===== config.mk =====
export PLATFORM = sky130hd
export DESIGN_NAME = bencode_info_span_scanner_top
export DESIGN_NICKNAME = d
export VERILOG_FILES = /design/src/rtl/core/bisc_pkg.sv /design/src/rtl/core/bisc_key_det.sv /design/src/rtl/core/bisc_scan_core.sv /design/src/rtl/core/bencode_info_span_scanner_top.sv
export SDC_FILE = /design/constraint.sdc
export NUM_CORES = 1
export LEC_CHECK = 0
export BUFFER_PORTS_ARGS = -buffer_cell sky130_fd_sc_hd__buf_2
export CORE_AREA = 5 5 140 102
export CTS_CLUSTER_DIAMETER = 120
export DETAILED_ROUTE_END_ITERATION = 7
export DIE_AREA = 0 0 145 107
export HOLD_SLACK_MARGIN = 0.15
export PLACE_DENSITY_LB_ADDON = 0.12
export SLEW_MARGIN = 25
export SYNTH_ARGS = -nofsm -noshare
export SYNTH_HDL_FRONTEND = slang
export SYNTH_HIERARCHICAL = 1
export SYNTH_SLANG_ARGS = --single-unit

===== constraint.sdc =====
create_clock -name clk -period 5.7 [get_ports clk]
set_clock_uncertainty 0.15 [all_clocks]
set_input_delay 0 -clock clk [delete_from_list [all_inputs] [get_ports clk]]
set_output_delay 0 -clock clk [all_outputs]
set_load 0.05 [all_outputs]

===== src/rtl/core/bisc_pkg.sv =====
// Shared types and constants for the info dictionary span scanner.
`timescale 1ns / 1ps
`default_nettype none
package bisc_pkg;

    localparam int KeyLen = 6;
    localparam int KeyIdxW = 3;

    localparam logic [7:0] CH_D     = 8'h64;  // 'd'
    localparam logic [7:0] CH_L     = 8'h6C;  // 'l'
    localparam logic [7:0] CH_E     = 8'h65;  // 'e'
    localparam logic [7:0] CH_I     = 8'h69;  // 'i'
    localparam logic [7:0] CH_COLON = 8'h3A;  // ':'
    localparam logic [7:0] CH_0     = 8'h30;  // '0'
    localparam logic [7:0] CH_9     = 8'h39;  // '9'
    localparam logic [7:0] CH_4     = 8'h34;  // '4'

    localparam logic [3:0] ST_SEARCH  = 4'd0;
    localparam logic [3:0] ST_INSIDE  = 4'd1;
    localparam logic [3:0] ST_DONE    = 4'd2;
    localparam logic [3:0] ST_NOKEY   = 4'd3;
    localparam logic [3:0] ST_NOTDICT = 4'd4;
    localparam logic [3:0] ST_BADSTR  = 4'd5;
    localparam logic [3:0] ST_BADINT  = 4'd6;
    localparam logic [3:0] ST_BADCHAR = 4'd7;
    localparam logic [3:0] ST_TRUNC   = 4'd8;
    localparam logic [3:0] ST_DEPTH   = 4'd9;

    typedef struct packed {
        logic [7:0] data_byte;
        logic       last_byte;
    } in_word_t;

    typedef struct packed {
        logic [7:0] byte_out;
        logic       in_span;
        logic       span_end;
        logic [3:0] status;
    } out_word_t;

    // key matcher to scan core
    typedef struct packed {
        logic [KeyIdxW-1:0] match_next;
        logic               hit;
    } key_t;

    // bytes of "4:info"
    function automatic logic [7:0] key_byte(input logic [KeyIdxW-1:0] idx);
        logic [7:0] ch;
        case (idx)
            3'd0:    ch = 8'h34;  // '4'
            3'd1:    ch = 8'h3A;  // ':'
            3'd2:    ch = 8'h69;  // 'i'
            3'd3:    ch = 8'h6E;  // 'n'
            3'd4:    ch = 8'h66;  // 'f'
            3'd5:    ch = 8'h6F;  // 'o'
            default: ch = 8'h00;
        endcase
        return ch;
    endfunction

endpackage
`default_nettype wire


===== src/rtl/core/bisc_key_det.sv =====
// Matcher for the six byte key that opens the info dictionary.
`timescale 1ns / 1ps
`default_nettype none
module bisc_key_det
    import bisc_pkg::*;
(
    input  wire logic [KeyIdxW-1:0] key_match,
    input  wire logic [7:0]         data_byte,
    output key_t                    key
);

    logic byte_hit;

    // index past the key never matches
    assign byte_hit = (key_match < KeyIdxW'(KeyLen))
                   && (data_byte == key_byte(key_match));

    always_comb
    begin
        if (byte_hit)
            key.match_next = key_match + KeyIdxW'(1);
        else if (data_byte == CH_4)
            key.match_next = KeyIdxW'(1);
        else
            key.match_next = '0;
        key.hit = byte_hit && (key_match == KeyIdxW'(KeyLen - 1));
    end

endmodule
`default_nettype wire


===== src/rtl/core/bisc_scan_core.sv =====
// Scan state, next-state logic and result word for one byte.
`timescale 1ns / 1ps
`default_nettype none
module bisc_scan_core
    import bisc_pkg::*;
#(
    parameter int LEN_BITS   = 32,
    parameter int DEPTH_BITS = 8
)
(
    input  wire logic      clk,
    input  wire logic      rst_n,
    input  wire logic      step,
    input  wire in_word_t  word,
    output out_word_t      result
);

    localparam int AccW = LEN_BITS + 4;

    typedef enum logic [2:0] {
        PH_SEARCH,
        PH_EXPECT_D,
        PH_STRUCT,
        PH_LEN,
        PH_LEN_SKIP,
        PH_BODY,
        PH_INT,
        PH_FINAL
    } phase_t;

    phase_t                phase_reg, phase_next;
    logic [KeyIdxW-1:0]    key_match_reg, key_match_next;
    logic [DEPTH_BITS-1:0] depth_reg, depth_next, depth_dec;
    logic [LEN_BITS-1:0]   count_reg, count_next;
    logic [3:0]            status_reg, status_next, status_res;
    logic                  span, span_end, is_digit;
    logic [7:0]            b;
    logic [AccW-1:0]       acc;
    key_t                  key;

    assign b = word.data_byte;
    assign is_digit = b inside {[CH_0:CH_9]};
    assign depth_dec = depth_reg - DEPTH_BITS'(depth_reg != '0);
    // count * 10 + digit; overflow when the top nibble is set
    assign acc = ({4'b0, count_reg} << 3) + ({4'b0, count_reg} << 1) + AccW'(b[3:0]);

    bisc_key_det u_key_det (
        .key_match (key_match_reg),
        .data_byte (b),
        .key       (key)
    );

    always_comb
    begin
        phase_next     = phase_reg;
        key_match_next = key_match_reg;
        depth_next     = depth_reg;
        count_next     = count_reg;
        status_res     = status_reg;
        span           = 1'b0;
        span_end       = 1'b0;

        case (phase_reg)
            PH_SEARCH:
            begin
                key_match_next = key.match_next;
                if (key.hit)
                begin
                    key_match_next = '0;
                    phase_next     = PH_EXPECT_D;
                end
            end
            PH_EXPECT_D:
            begin
                if (b == CH_D)
                begin
                    depth_next = DEPTH_BITS'(1);
                    phase_next = PH_STRUCT;
                    status_res = ST_INSIDE;
                    span       = 1'b1;
                end
                else
                begin
                    phase_next = PH_FINAL;
                    status_res = ST_NOTDICT;
                end
            end
            PH_STRUCT:
            begin
                span = 1'b1;
                if (b == CH_D || b == CH_L)
                begin
                    if (depth_reg == '1)
                    begin
                        phase_next = PH_FINAL;
                        status_res = ST_DEPTH;
                        span       = 1'b0;
                    end
                    else
                        depth_next = depth_reg + DEPTH_BITS'(1);
                end
                else if (b == CH_E)
                begin
                    depth_next = depth_dec;
                    if (depth_dec == '0)
                    begin
                        span_end   = 1'b1;
                        phase_next = PH_FINAL;
                        status_res = ST_DONE;
                    end
                end
                else if (is_digit)
                begin
                    count_next = LEN_BITS'(b[3:0]);
                    phase_next = PH_LEN;
                end
                else if (b == CH_I)
                    phase_next = PH_INT;
                else
                begin
                    phase_next = PH_FINAL;
                    status_res = ST_BADCHAR;
                    span       = 1'b0;
                end
            end
            PH_LEN, PH_LEN_SKIP:
            begin
                span = 1'b1;
                if (b == CH_COLON)
                    phase_next = (count_reg == '0) ? PH_STRUCT : PH_BODY;
                else if (phase_reg == PH_LEN && is_digit)
                begin
                    if (acc[AccW-1:LEN_BITS] != 4'd0)
                    begin
                        phase_next = PH_FINAL;
                        status_res = ST_BADSTR;
                        span       = 1'b0;
                    end
                    else
                        count_next = acc[LEN_BITS-1:0];
                end
                else
                    phase_next = PH_LEN_SKIP;
            end
            PH_BODY:
            begin
                span = 1'b1;
                if (count_reg != '0)
                    count_next = count_reg - LEN_BITS'(1);
                if (count_reg <= LEN_BITS'(1))
                    phase_next = PH_STRUCT;
            end
            PH_INT:
            begin
                span = 1'b1;
                if (b == CH_E)
                    phase_next = PH_STRUCT;
            end
            default:
            begin
            end
        endcase

        // end of file while the scan is still open
        if (word.last_byte && phase_next != PH_FINAL)
        begin
            case (phase_next)
                PH_SEARCH:           status_res = ST_NOKEY;
                PH_EXPECT_D:         status_res = ST_NOTDICT;
                PH_LEN, PH_LEN_SKIP: status_res = ST_BADSTR;
                PH_INT:              status_res = ST_BADINT;
                default:             status_res = ST_TRUNC;
            endcase
            phase_next = PH_FINAL;
            span       = 1'b0;
        end
        status_next = status_res;

        result.byte_out = b;
        result.in_span  = span;
        result.span_end = span_end;
        result.status   = status_res;
    end

    always_ff @(posedge clk or negedge rst_n)
    begin
        if (!rst_n)
        begin
            phase_reg     <= PH_SEARCH;
            key_match_reg <= '0;
            depth_reg     <= '0;
            count_reg     <= '0;
            status_reg    <= ST_SEARCH;
        end
        else if (step)
        begin
            if (word.last_byte)
            begin
                // rearm for the next file
                phase_reg     <= PH_SEARCH;
                key_match_reg <= '0;
                depth_reg     <= '0;
                count_reg     <= '0;
                status_reg    <= ST_SEARCH;
            end
            else
            begin
                phase_reg     <= phase_next;
                key_match_reg <= key_match_next;
                depth_reg     <= depth_next;
                count_reg     <= count_next;
                status_reg    <= status_next;
            end
        end
    end

endmodule
`default_nettype wire


===== src/rtl/core/bencode_info_span_scanner_top.sv =====
// Top level of the info dictionary span scanner: input register, scan core, result register.
`timescale 1ns / 1ps
`default_nettype none
// Streams a bencoded file one byte per word and marks the bytes of the
// dictionary stored under the first "4:info" key. Each result word carries the
// byte back, an in-span flag, a flag on the dictionary's closing 'e' and a
// status code (search, inside, done, or an error such as missing key, missing
// dictionary, bad string, bad integer, bad character, truncated file or nesting
// too deep). Errors and done hold until the word flagged last_byte, after which
// the scanner rearms for the next file. Throughput is one byte per clock while
// mark_stall stays low: the whole state update for a byte is a single pass of
// logic between the input register and the result register, so the result
// word is offered from the result register once its byte leaves the input
// register. LEN_BITS sets the string length counter (longer lengths are
// reported as bad strings) and DEPTH_BITS the nesting counter (deeper nesting
// is reported as depth overflow). The result register lets a new byte enter
// while a finished word still waits downstream.
module bencode_info_span_scanner_top
    import bisc_pkg::*;
#(
    parameter int LEN_BITS   = 32,
    parameter int DEPTH_BITS = 8
)
(
    input  wire logic     clk,
    input  wire logic     rst_n,
    input  wire logic     byte_valid,
    output logic          byte_stall,
    input  wire in_word_t byte_word,
    output logic          mark_valid,
    input  wire logic     mark_stall,
    output out_word_t     mark_word
);

    logic      s1_valid_reg;
    in_word_t  s1_word_reg;
    logic      s2_valid_reg;
    out_word_t s2_word_reg;
    out_word_t result;
    logic      advance;
    logic      load;

    // a byte moves to the result register when that register is free or drains
    assign advance    = s1_valid_reg && (!s2_valid_reg || !mark_stall);
    assign byte_stall = s1_valid_reg && !advance;
    assign load       = byte_valid && !byte_stall;

    bisc_scan_core #(
        .LEN_BITS   (LEN_BITS),
        .DEPTH_BITS (DEPTH_BITS)
    ) u_scan_core (
        .clk    (clk),
        .rst_n  (rst_n),
        .step   (advance),
        .word   (s1_word_reg),
        .result (result)
    );

    always_ff @(posedge clk or negedge rst_n)
    begin
        if (!rst_n)
        begin
            s1_valid_reg <= 1'b0;
            s2_valid_reg <= 1'b0;
        end
        else
        begin
            s1_valid_reg <= load || (s1_valid_reg && !advance);
            if (advance)
                s2_valid_reg <= 1'b1;
            else if (!mark_stall)
                s2_valid_reg <= 1'b0;
        end
    end

    always_ff @(posedge clk)
    begin
        if (load)
            s1_word_reg <= byte_word;
        if (advance)
            s2_word_reg <= result;
    end

    assign mark_valid = s2_valid_reg;
    assign mark_word  = s2_word_reg;

`ifndef SYNTH
    // closing 'e' is always marked in span and reported done
    a_end_done: assert property (@(posedge clk) disable iff (!rst_n)
        mark_valid && mark_word.span_end |-> mark_word.in_span && mark_word.status == ST_DONE)
        else $error("span_end without done status");

    // error codes never mark the byte
    a_err_no_span: assert property (@(posedge clk) disable iff (!rst_n)
        mark_valid && mark_word.status >= ST_NOKEY |-> !mark_word.in_span)
        else $error("in_span set on an error word");

    // result byte is the byte that advanced
    a_pass_byte: assert property (@(posedge clk) disable iff (!rst_n)
        advance |=> mark_word.byte_out == $past(s1_word_reg.data_byte))
        else $error("byte_out does not match input byte");

    // input only stalls while the input register holds a word
    a_stall_full: assert property (@(posedge clk) disable iff (!rst_n)
        byte_stall |-> s1_valid_reg && s2_valid_reg)
        else $error("stall with room in the pipeline");
`endif

endmodule
`default_nettype wire

Yosys cells after proc, flatten, opt, wreduce, memory -nomap -nowiden
Cells that the tools add are included.
{ "word_totals": {"elab_cells": 158, "register_bits": 75, "output_inout_bits": 16} }
{ "classes": {"add_sub_neg": 6, "mux": 65, "eq_ne": 35, "reduce_logical": 33, "magnitude_cmp": 4, "n_bitwise": 2} }
{ "op_table": {"columns": ["op", "n"], "rows": [
  ["32-bit two-way mux", 8],
  ["32-bit case mux with 3 select lines", 1],
  ["3-bit two-way mux", 20],
  ["4-bit two-way mux", 11],
  ["7-bit case mux with 6 select lines", 1],
  ["8-bit two-way mux", 5],
  ["35-bit by 33-bit adder with 36-bit output", 1],
  ["36-bit by 4-bit adder with 36-bit output", 1],
  ["8-bit by 7-bit equality test with 1-bit output (second input constant)", 4],
  ["32-bit by 1-bit <= comparator with 1-bit output (second input constant)", 1],
  ["32-bit zero test", 1],
  ["32-bit nonzero test", 1],
  ["32-bit by 1-bit subtractor with 32-bit output (second input constant)", 1],
  ["3-bit equality test (second input constant)", 7],
  ["3-bit case mux with 6 select lines", 1],
  ["8-bit by 6-bit equality test with 1-bit output (second input constant)", 2],
  ["4-bit case mux with 4 select lines", 1],
  ["8-bit case mux with 2 select lines", 1],
  ["3-bit by 2-bit equality test with 1-bit output (second input constant)", 5],
  ["3-bit inequality test (second input constant)", 5],
  ["1-bit two-way mux", 14],
  ["3-bit by 2-bit inequality test with 1-bit output (second input constant)", 4],
  ["4-bit case mux with 3 select lines", 1],
  ["3-bit by 1-bit equality test with 1-bit output (second input constant)", 3],
  ["other kinds (27)", 45]
]} }

Depth between registers and ports, before layout
{ "depth": {"word_depth": 12, "ltp_mapped": 16} }

By module
The synthesis kept the hierarchy.
{ "by_module_without_submodules": {"columns": ["module", "area_per_inst_um2", "seq_area_each_um2", "instances", "cells_each"], "rows": [
  ["bisc_scan_core", 6381.1, 1251.2, 1, 832],
  ["bencode_info_span_scanner_top", 783.3, 740.7, 1, 31],
  ["bisc_key_det", 334.1, 0.0, 1, 41]
]} }

Worst setup path after synthesis
Ideal clock, no wire load.
{ "synth_timing": {"path_type": "reg-to-reg", "from": "register s1_word_reg[4] (netlist name)", "to": "register s2_word_reg, in the netlist mark_word[2], data pin", "t_arrival_ps": 3842, "stages_incl_launch_ff": 16, "synth_period_minus_slack_ps": 4256, "setup_ps": 264, "t_required_ps": 5286, "slack_ps": 1444, "cell_sequence": "edfxtp_1 > inv_1 > fa_1 > inv_1 > fa_1 > a211oi_2 > o211ai_1 > a221o_1 > a31oi_4 > a2bb2oi_2 > xnor2_1 > or4_4 > buf_6 > buf_2 > nand3_1 > o211ai_1"} }
{ "synth_rtl": {"columns": ["item", "line_no", "rtl"], "rows": [
  ["start: declaration", "bencode_info_span_scanner_top.sv:36", "in_word_t s1_word_reg;"],
  ["start signal: assignment", "bencode_info_span_scanner_top.sv:79", "s1_word_reg <= byte_word;"],
  ["end signal: assignment", "bencode_info_span_scanner_top.sv:81", "s2_word_reg <= result;"],
  ["end: declaration", "bencode_info_span_scanner_top.sv:38", "out_word_t s2_word_reg;"]
]} }

Final worst setup path
{ "layout_timing": {"from": "register s1_word_reg[4] (netlist name)", "to": "register u_scan_core.count_reg[3]"} }
{ "layout_between": {"elab_chain_len": 6, "word_cells_on_any_way": 26, "classes_between": "add/sub (1); order compare (2); eq/ne (10); mux (8); reduce/logical (5)"} }
{ "layout_lines": {"columns": ["item", "line_no", "rtl"], "rows": [
  ["36-bit by 4-bit adder with 36-bit output", "bisc_scan_core.sv:45", "assign acc = ({4'b0, count_reg} << 3) + ({4'b0, count_reg} << 1) + AccW'(b[3:0]);"],
  ["32-bit two-way mux", "bisc_scan_core.sv:133", "if (acc[AccW-1:LEN_BITS] != 4'd0)"],
  ["32-bit two-way mux", "bisc_scan_core.sv:131", "else if (phase_reg == PH_LEN && is_digit)"],
  ["32-bit two-way mux", "bisc_scan_core.sv:129", "if (b == CH_COLON)"],
  ["32-bit case mux with 3 select lines", "bisc_scan_core.sv:63", "case (phase_reg)"],
  ["32-bit two-way mux", "bisc_scan_core.sv:197", "if (word.last_byte)"],
  ["end signal: assignment", "bisc_scan_core.sv:211", "count_reg <= count_next;"],
  ["end: declaration", "bisc_scan_core.sv:34", "logic [LEN_BITS-1:0] count_reg, count_next;"]
]} }
Parallel ways exist; a longest one is shown, timed or not. The select of a mux whose other input is x is not followed.
A chain may end at the register's enable or synchronous reset.

==> results.ini <==
[run_status]
status = finished clean

[critical_path]
path_class = reg2reg
reg2reg_slack_ns = 0.76
cp_max_fo = 12
worst_setup_path_start_kind = flip-flop
r2r_cells = 13
rr_startpoint = s1_word_reg[4]$_DFFE_PP_
rr_endpoint = u_scan_core/count_reg[3]$_DFFE_PN0P_
cp-end-kind = flip-flop
cp.arrival_ns = 5.02
cp_data_required_time_ns = 5.78

[power_and_ir_drop]
p_leak_uw = 0.00345
peakVddDrop_uv = 190
p_per_area_nw_per_um2 = 201

[route]
wl_um = 21800
vias = 7390
wl_per_cell_um = 20.1
via_per_inst = 6.82
drtIter0Drc = 908
drtPass1Iterations = 6
drc = 0
ant_nets = 0

[timing]
period_minus_slack_ns = 4.94
final-setup-viol-count = 0
worstMarginPinSlew_ns = 0.865
timing.fmax_ghz = 0.202
setup_tns_ns = 0
rsz0062_at_grt = false
slew_violations = 0
finalHoldViolations = 0
fin_ws_ns = 0.755
slew_headroom = 0.421
period_share = 0.867

[clocking]
clk_pin_slew_worst_paths_ns = 0.07
cts_buffers = 9
post-cts-setup-buffers = 0
cts_resized = 0
cts_sinks = 75
cts_buffer_depth = 2
holdBufCountCts = 13
cts-htree-levels = 3
clk_latency_ns = 0.34
cts_tree = yes
cts_root_buffer = clkbuf_16

[synth]
synth_top_family_by_area = compound AO/OA/AOI/OAI gates
ys_top_cells_by_area = dfrtp_1 17%, ha_1 12%, edfxtp_1 9.2%
synth_xor_area_frac = 0.0467
synth_top_area_cell = dfrtp_1
syn-instance-count = 904
seq_area_frac_synth = 0.266
synth-edff-count = 23
syn-mean-instance-area_um2 = 8.29
synth-seq-cells = 75
synthAdderAreaFrac = 0.129
muxShareOfSynthArea = 0.0115
synth_top_area_frac = 0.174
synth-simple-area-share = 0.195
synth_compound_area_frac = 0.289
synth.most_common_cell = a21oi_1
async_flop_share = 0.693
syn-cell-area_um2 = 7500
ys_types = 88
synthFlopType = dfrtp_1
synth_common_cells = 79 x a21oi_1, 78 x nand2_1, 74 x ha_1
yosysWarnings = 6
syn_nets = 993

[final_layout]
fillers = 1085
final_cells = 1084
drive_gt1_frac = 0.0969
multi_input_area_um2 = 5040
diodes = 0
fin_nets = 1002
register_area_um2 = 1990
syn_to_final_growth_pct = 7.76
largest_reg_flops = 32

[grt]
track_usage = 0.274
grt_pass1_vias = 6733
grt_pass1_wl_um = 35500
antenna_found_initial = 0
grt-ovfl-total = 0
grt_max_degree = 53

[floorplan]
ioPinCount = 29
core_area_um2 = 12800
rows = 35
fp.dieW_um = 145
dieArea_um2 = 15500
die_y_um = 107
initial_core_util = 0.584

[place]
gp_congestion = 1.01
pre_cts_ws_ns = 0.826
port_buffers = 28
dp_cells = 1055
dp_hpwl_um = 15800

[job]
maxCapViolations = 0

[worst_hold_path]
min_path_type = in2async

power by group:
group | internal, uW | switching [uW]
clock | 342 | 253
combinational | 140 | 279
sequential | 580 | 28.4
total | 1060 | 560
worst max-delay path by stage:
stage                             startpoint                                     to  slack (ns)  depth (start not counted)
finish              s1_word_reg[4]$_DFFE_PP_   u_scan_core/count_reg[3]$_DFFE_PN0P_        0.76                         13
global route        s1_word_reg[4]$_DFFE_PP_   u_scan_core/count_reg[3]$_DFFE_PN0P_        0.49                         13
CTS                 s1_word_reg[4]$_DFFE_PP_  u_scan_core/count_reg[24]$_DFFE_PN0P_        0.82                         13
detailed placement  s1_word_reg[4]$_DFFE_PP_  u_scan_core/count_reg[24]$_DFFE_PN0P_        0.83                         13
global placement    s1_word_reg[4]$_DFFE_PP_  u_scan_core/count_reg[16]$_DFFE_PN0P_        1.01                         13
floorplan           s1_word_reg[4]$_DFFE_PP_                 mark_word[2]$_DFFE_PP_        1.44                         15
worst max-delay path, stage by stage (launching register included):
cell and delay, ns:
edfxtp_1 0.53, inv_1 0.17, fa_1 0.57, inv_1 0.07
fa_1 0.49, a211oi_2 0.25, o211ai_1 0.16, a221o_1 0.42
a31oi_4 0.27, a2bb2oi_2 0.18, xnor2_1 0.16, nor4_4 0.59
o21ai_2 0.37, mux2_1 0.44
layout by cell type (no fill, tap or decap), drive strengths merged, types with 11 or more instances in the layout:
cell,netlist,final
a211oi,15,15
a21oi,80,80
a22oi,12,12
and2,11,11
buf,21,36
dfrtp,52,52
dlygate4sd3,0,13
edfxtp,23,23
ha,74,74
inv,55,57
nand2,78,78
nand3,23,23
nand4,13,13
nor2,60,60
nor3,27,27
nor4,18,18
o211ai,11,11
o21ai,59,59
o22ai,35,35
or3,12,12
xnor2,22,22
xor2,18,18
kinds of logic after synthesis:
| family | Yosys count |
|---|---|
| AO/OA/AOI/OAI | 314 |
| AND/OR/NAND/NOR | 286 |
| buffers and inverters | 106 |
| adder cells (fa/ha/maj) | 76 |
| flip-flops | 75 |
| XOR/XNOR | 40 |
| multiplexers | 7 |
routing by layer:
metal  track usage  share of wire
met5             0              0
met4        0.0517          0.011
met3        0.0558          0.096
met2         0.409           0.42
met1         0.412           0.47
final cells by class:
| type | instances | share of cell area |
|---|---|---|
| Inverter | 55 | 0.0255 |
| Multi-Input combinational cell | 723 | 0.624 |
| Timing Repair Buffer | 49 | 0.0409 |
| Tap cell | 166 | 0.0257 |
| Clock buffer | 9 | 0.0279 |
| Clock inverter | 7 | 0.00929 |
| Sequential cell | 75 | 0.247 |
metrics by stage:
step | hold slack, ns | area [um^2] | total power, uW | utilization
after floorplan | -0.446 | 7500 | 911 | -
after global placement | 0.0273 | 7650 | 1010 | 0.596
after detailed placement | 0.0281 | 7650 | 1020 | 0.596
after CTS | 0.196 | 8080 | 1620 | 0.629
after global routing | 0.204 | 8080 | 1700 | 0.630
final | 0.183 | 8080 | 1620 | 0.630
Power figures use the tool's default switching activity.
